`config.mk`:
```
export PLATFORM = sky130hd
export DESIGN_NAME = skcg_div
export DESIGN_NICKNAME = d
export VERILOG_FILES = /design/src/sv/skcg_pkg.sv /design/src/sv/skcg_div.sv
export SDC_FILE = /design/constraint.sdc
export NUM_CORES = 2
export LEC_CHECK = 0
export BUFFER_PORTS_ARGS = -buffer_cell sky130_fd_sc_hd__buf_2
export CORE_MARGIN = 2
export CORE_UTILIZATION = 40
export DETAILED_ROUTE_END_ITERATION = 10
export HOLD_SLACK_MARGIN = 0.06
export PLACE_DENSITY = 0.62
export SLEW_MARGIN = 20
export SYNTH_ARGS = -nofsm -noshare
export SYNTH_HDL_FRONTEND = slang
export SYNTH_SLANG_ARGS = --single-unit
```
`constraint.sdc`:
```
create_clock -name clk -period 8.9 [get_ports clk]
set_input_delay 0.89 -clock clk [delete_from_list [all_inputs] [get_ports clk]]
set_output_delay 0.89 -clock clk [all_outputs]
set_load 0.005 [all_outputs]
```
`src/sv/skcg_pkg.sv`:
```
`timescale 1ns / 1ps
// Shared constants, beat control type and lookup values for the soft-knee gain computer.
// No dependencies; used by skcg_div.sv and soft_knee_compressor_gain.sv.
package skcg_pkg;

  localparam int DEF_FRAC_BITS = 16;
  localparam int DEF_INT_BITS  = 7;

  localparam int LOG_FRAC      = 16;   // fraction bits of log2 result
  localparam int MQ            = 30;   // mantissa / Horner fraction bits
  localparam int HORNER_TERMS  = 8;

  localparam logic [18:0] DB_PER_OCT_Q16 = 19'd394566;     // 20*log10(2) in Q16
  localparam logic [29:0] LN2_Q30        = 30'd744261118;

  localparam logic [14:0] RATIO_MIN   = 15'd256;
  localparam logic [14:0] RATIO_MAX   = 15'd25600;
  localparam logic [14:0] RATIO_RESET = 15'd1024;
  localparam logic [4:0]  KNEE_RESET  = 5'd6;

  localparam int CFG_IDX_W  = 8;
  localparam int CFG_DATA_W = 16;
  localparam logic [CFG_IDX_W-1:0] REG_RATIO = 8'd0;
  localparam logic [CFG_IDX_W-1:0] REG_KNEE  = 8'd1;

  // floor(2^32 / j) for the Horner divide steps; j = 1 bypasses the table
  localparam logic [31:0] HORNER_RECIP [1:8] = '{
    32'hFFFF_FFFF, 32'h8000_0000, 32'h5555_5555, 32'h4000_0000,
    32'h3333_3333, 32'h2AAA_AAAA, 32'h2492_4924, 32'h2000_0000
  };

  typedef struct packed {
    logic valid;
    logic unity;   // gain forced to 1.0
  } beat_ctl_t;

endpackage

```
`src/sv/skcg_div.sv`:
```
`timescale 1ns / 1ps
// Pipelined restoring divider, one quotient bit per register stage.
// Depends on skcg_pkg (beat_ctl_t).
module skcg_div #(
  parameter int NW = 58,
  parameter int DW = 37,
  parameter int QW = 25
) (
  input  logic                     clk,
  input  logic                     rst,
  input  logic                     en,
  input  skcg_pkg::beat_ctl_t      in_ctl,
  input  logic [NW-1:0]            in_num,
  input  logic [DW-1:0]            in_den,
  output skcg_pkg::beat_ctl_t      out_ctl,
  output logic [QW-1:0]            out_quo
);

  localparam int RW = (NW > DW + QW) ? NW : DW + QW;

  logic [RW-1:0]       rem [0:QW];
  logic [DW-1:0]       den [0:QW];
  logic [QW-1:0]       quo [0:QW];
  skcg_pkg::beat_ctl_t ctl [0:QW];

  always_ff @(posedge clk) begin
    if (rst) begin
      ctl[0] <= '0;
    end else if (en) begin
      ctl[0] <= in_ctl;
    end
    if (en) begin
      rem[0] <= RW'(in_num);
      den[0] <= in_den;
      quo[0] <= '0;
    end
  end

  for (genvar gk = 1; gk <= QW; gk++) begin : g_bit
    localparam int B = QW - gk;
    logic [RW-1:0] dsh;
    logic          take;
    assign dsh  = RW'(den[gk-1]) << B;
    assign take = rem[gk-1] >= dsh;

    always_ff @(posedge clk) begin
      if (rst) begin
        ctl[gk] <= '0;
      end else if (en) begin
        ctl[gk] <= ctl[gk-1];
      end
      if (en) begin
        rem[gk] <= take ? rem[gk-1] - dsh : rem[gk-1];
        den[gk] <= den[gk-1];
        quo[gk] <= quo[gk-1] | (QW'(take) << B);
      end
    end
  end

  assign out_ctl = ctl[QW];
  assign out_quo = quo[QW];

endmodule

```
# == Word-level counts from Yosys, hierarchy flattened ==
# Memory sizes are Yosys's and may differ from the RTL's.
# Index checks and enable logic that the tools add are counted.
# classes
n_lt_le_gt_ge,25
n_bitwise,51
n_mux,57
add_sub_neg,25
# op_table
cell,count
$mux 62,25
$ge 62x37->1,1
$ge 62x38->1,1
$ge 62x39->1,1
$ge 62x40->1,1
$ge 62x41->1,1
$ge 62x42->1,1
$ge 62x43->1,1
$ge 62x44->1,1
$ge 62x45->1,1
$ge 62x46->1,1
$ge 62x47->1,1
$ge 62x48->1,1
$ge 62x49->1,1
$ge 62x50->1,1
$ge 62x51->1,1
$ge 62x52->1,1
$ge 62x53->1,1
$ge 62x54->1,1
$ge 62x55->1,1
$ge 62x56->1,1
$ge 62x57->1,1
$ge 62x58->1,1
$ge 62x59->1,1
other kinds (55),110
# totals
ramBits,3276
n_memories,4
inputBits,100
reg_bits,0
output_inout_bits,27
# memory_table
memory,words,width,rd,rd_ports_with_merged_regs,write_ports,line_no,rtl
rem,26,62,25,0,26,skcg_div.sv:21,logic [RW-1:0] rem [0:QW];
den,26,37,25,0,26,skcg_div.sv:22,logic [DW-1:0] den [0:QW];
quo,26,25,26,0,26,skcg_div.sv:23,logic [QW-1:0] quo [0:QW];
ctl,26,2,26,0,26,skcg_div.sv:24,skcg_pkg::beat_ctl_t ctl [0:QW];

# == Longest topological paths before layout ==
# depth
word_depth,4
ltp_mapped,17
ltp_nobuf,16

# == Least setup slack after synthesis ==
# No wires, ideal clock.
# synth_timing
path_type,register -> register
startpoint,mem rem[0][512] in the netlist's numbering
endpoint,"mem rem[0][575] in the netlist's numbering, data pin"
arrival_time_ns,3.572
stages_incl_launch_ff,16
period_less_slack_ns,3.832
required_time_ns,8.640
setup_time_ns,0.260
setup_slack_ns,5.068
path_cell_list,edfxtp_1 > inv_1 > ha_1 > inv_1 > fa_1 > a211oi_1 > o21ai_0 > a311oi_1 > nor3_1 > or3_1 > o41ai_2 > o21ai_1 > a21oi_1 > and2b_2 > buf_2 > mux2_2
# synth_lines
item,line_no
"start, declared",skcg_div.sv:21

==> results.cfg <==
[finish]
drive_gt1_frac = 0.0675
stdcell_count = 19300
n_fill_cell = 35000
fin_nets = 15100
layout_commonest_cell = edfxtp_1
final_area_sq_um = 172000
layout_common_cells = edfxtp_1, a21oi_1, inv_1
area_growth_syn_to_layout_pct = 11.6

[synth]
yosysSeqAreaShare = 0.555
avgSynthCellArea_sq_um = 11.2
syn_area_sq_um = 154000
yosys-mux-area-fraction = 0.00982
syn_nets = 14800
yosysWarnings = 0
synth_edf_count = 2848
yosys.area.top_type = edfxtp_1
synth_top_area_share = 0.555
synth-simple-area-share = 0.115
ys.flop_type = edfxtp_1
synth.distinct_cells = 101
synth_area_leaders = edfxtp_1, ha_1, a21oi_1, xnor2_1, o21ai_0
synth_xor_area_frac = 0.0606
synth_top_family_by_area = compound AO/OA/AOI/OAI gates
synth_compound_gate_area_share = 0.142
synthAdderAreaFrac = 0.0780
synth-seq-cells = 2848
synth_cells = 13800
ys_async_sr_fraction = 0

[routing]
firstDrtPassIters = 6
drtIter0Drc = 5505
remaining_drc_errors = 0
post_drt_wl_per_cell_um = 18.3
vias = 103000
antenna_left = 0
wl_mm = 353
vias_per_cell = 5.32

[sta]
finalHoldViolCount = 0
worst_clock_skew_ns = 0.0488
tns_ns = 0
max_freq_ghz = 0.189
rsz0062_at_grt = no
worst_pin_slew_ns = 1.23
period_share = 0.594
setup_viol_count_final = 0
relSlewSlack = 0.170
drv_slew = 0
final.min_clock_period_ns = 5.29

[clock_tree]
clk_latency_ns = 0.94
clk_pin_slew_ns = 0.06
htreeDepth = 5
cts_buffers = 329
cts.sinks = 2848
cts_tree = built
clockBufferDepth = 4
root_buffer = clkbuf_16
post-cts-setup-buffer-count = 0

[placed_design]
hpwl_mm = 267
place_area_sq_um = 160000
portBuffers = 126
dp_cells = 18600
globalplace.congestion = 1.02

[critical_path]
r2r-end = rem[0][581]
path_max_fanout = 54
crit_arrival_ns = 5.97
cp-end-kind = flop
reg2reg_slack_ns = 3.61
critPathSlowestCell = and2b_2
crit_chain = inv_1, ha_1, inv_1, fa_1, a211oi_1, o21ai_0, a311oi_1, buf_4, nor3_1, or3_1, o41ai_2, o21ai_1, a21oi_1, and2b_2, inv_2, mux2_2
crit_path_frequent_cell = inv_1
crit_path_start_kind = flop
crit_required_ns = 9.58
r2r-start = rem[0][512]
path_class = reg -> reg
setup.worst_path.start = rem[0][512]
slowest_delay_ns = 0.58
crit_end = rem[0][581]
worstRegToRegCells = 16

[die]
die_w_um = 625
fp.dieH_um = 625
core_sq_um = 383000
start_util = 0.403
io_pins = 127
die-area_sq_um = 390000
rows = 227

[grt]
track_usage = 0.177
gr-total-overflow = 0
antenna_found_initial = 3
grt_max_degree = 199
grt_pass1_wl_mm = 552
grt_pass1_vias = 106000

[outcome]
outcome = finished, final reports clean

[power_and_ir_drop]
power_density_nw_per_um2 = 319
p_leak_uw = 0.0665
irDropWorstVdd_uv = 173

[run]
drv.max_cap_violation_count = 0

[worst_hold_path]
hp-class = in -> reg
worstHoldStart = in_den[1]
-- flip-flops by register name, summed over array words and instances, names as in the netlist --
register	count
quo	325
rem	1546
den	925
ctl	52
-- area by class of cell --
cell class	instances	area, sq um	area share
sequential	2848	85500	0.497
clock inverter	197	1930	0.0112
multi-input combinational	9325	62600	0.364
timing repair buffer	311	2460	0.0143
inverter	1190	4470	0.0260
clock buffer	397	8640	0.0502
antenna	1	2.50	0.0000146
tap	5038	6300	0.0367
-- per-layer routing --
layer	GRT usage	routed length, um
met1	0.162	122000
met2	0.353	191000
met3	0.0186	10200
met4	0.135	30000
met5	0	0
-- Yosys cell counts, types with 219 or more instances --
cell and count:
o21ai_0 892, clkbuf_1 309, nor3_1 237, nor2_1 883, inv_1 1182, edfxtp_1 2848, nand4_1 219, a21oi_1 1207
a21o_1 508, xor2_1 503, xnor2_1 564, nand2_1 1100, ha_1 922
-- critical path: cells and delay by family, from the launching register on --
kind	cells	cell delay, ns
AO/OA/AOI/OAI	6	1.66
adder cells (fa/ha/maj)	2	0.57
buffers and inverters	4	0.87
flip-flops	1	0.40
multiplexers	1	0.44
AND/OR/NAND/NOR	3	1.08
-- where the power goes --
part           leakage, uW  switching (uW)  total, uW  internal, uW
logic               0.0337           12400      21100          8760
clock network      0.00513            5410      13200          7820
registers           0.0277            1740      20500         18800
total               0.0665           19500      54900         35400
-- worst min path at each step --
stage | end | slack (ns) | cells past startpoint
6_report | den[0][1] | 0.18 | 1
5_1_grt | den[0][1] | 0.11 | 1
4_1_cts | rem[0][2] | 0.08 | 1
3_5_place_dp | quo[0][148] | 0.40 | 0
3_3_place_gp | quo[0][389] | 0.40 | 0
2_1_floorplan | quo[0][122] | 0.40 | 0
-- kinds of logic (layout without fill, tap and decap cells) --
kind of cell	after synthesis	in the layout
muxes	132	132
other	0	1
and+or+nand+nor	3629	3629
adders and majority gates	946	946
buffers and inverters	1593	2095
xor gates and xnor gates	1067	1067
AOI/OAI and AO/OA	3551	3551
DFF	2848	2848
-- what timing repair did --
action	in CTS	in global routing
endpoints found under the hold margin	92	0
hold buffers	92	0
gates resized for setup	0	0
-- through the flow --
| step | total power, uW | utilization | worst slack, ns | hold slack (ns) |
|---|---|---|---|---|
| 5_1_grt | 58400 | 0.449 | 3.34 | 0.112 |
| 4_1_cts | 55100 | 0.449 | 3.69 | 0.0773 |
| 2_1_floorplan | 36000 | - | 5.07 | 0.400 |
| 6_report | 54900 | 0.449 | 3.61 | 0.175 |
| 3_5_place_dp | 41600 | 0.419 | 3.71 | 0.405 |
| 3_3_place_gp | 41400 | 0.419 | 3.63 | 0.400 |
No activity file was read; power rests on OpenSTA's default activity.
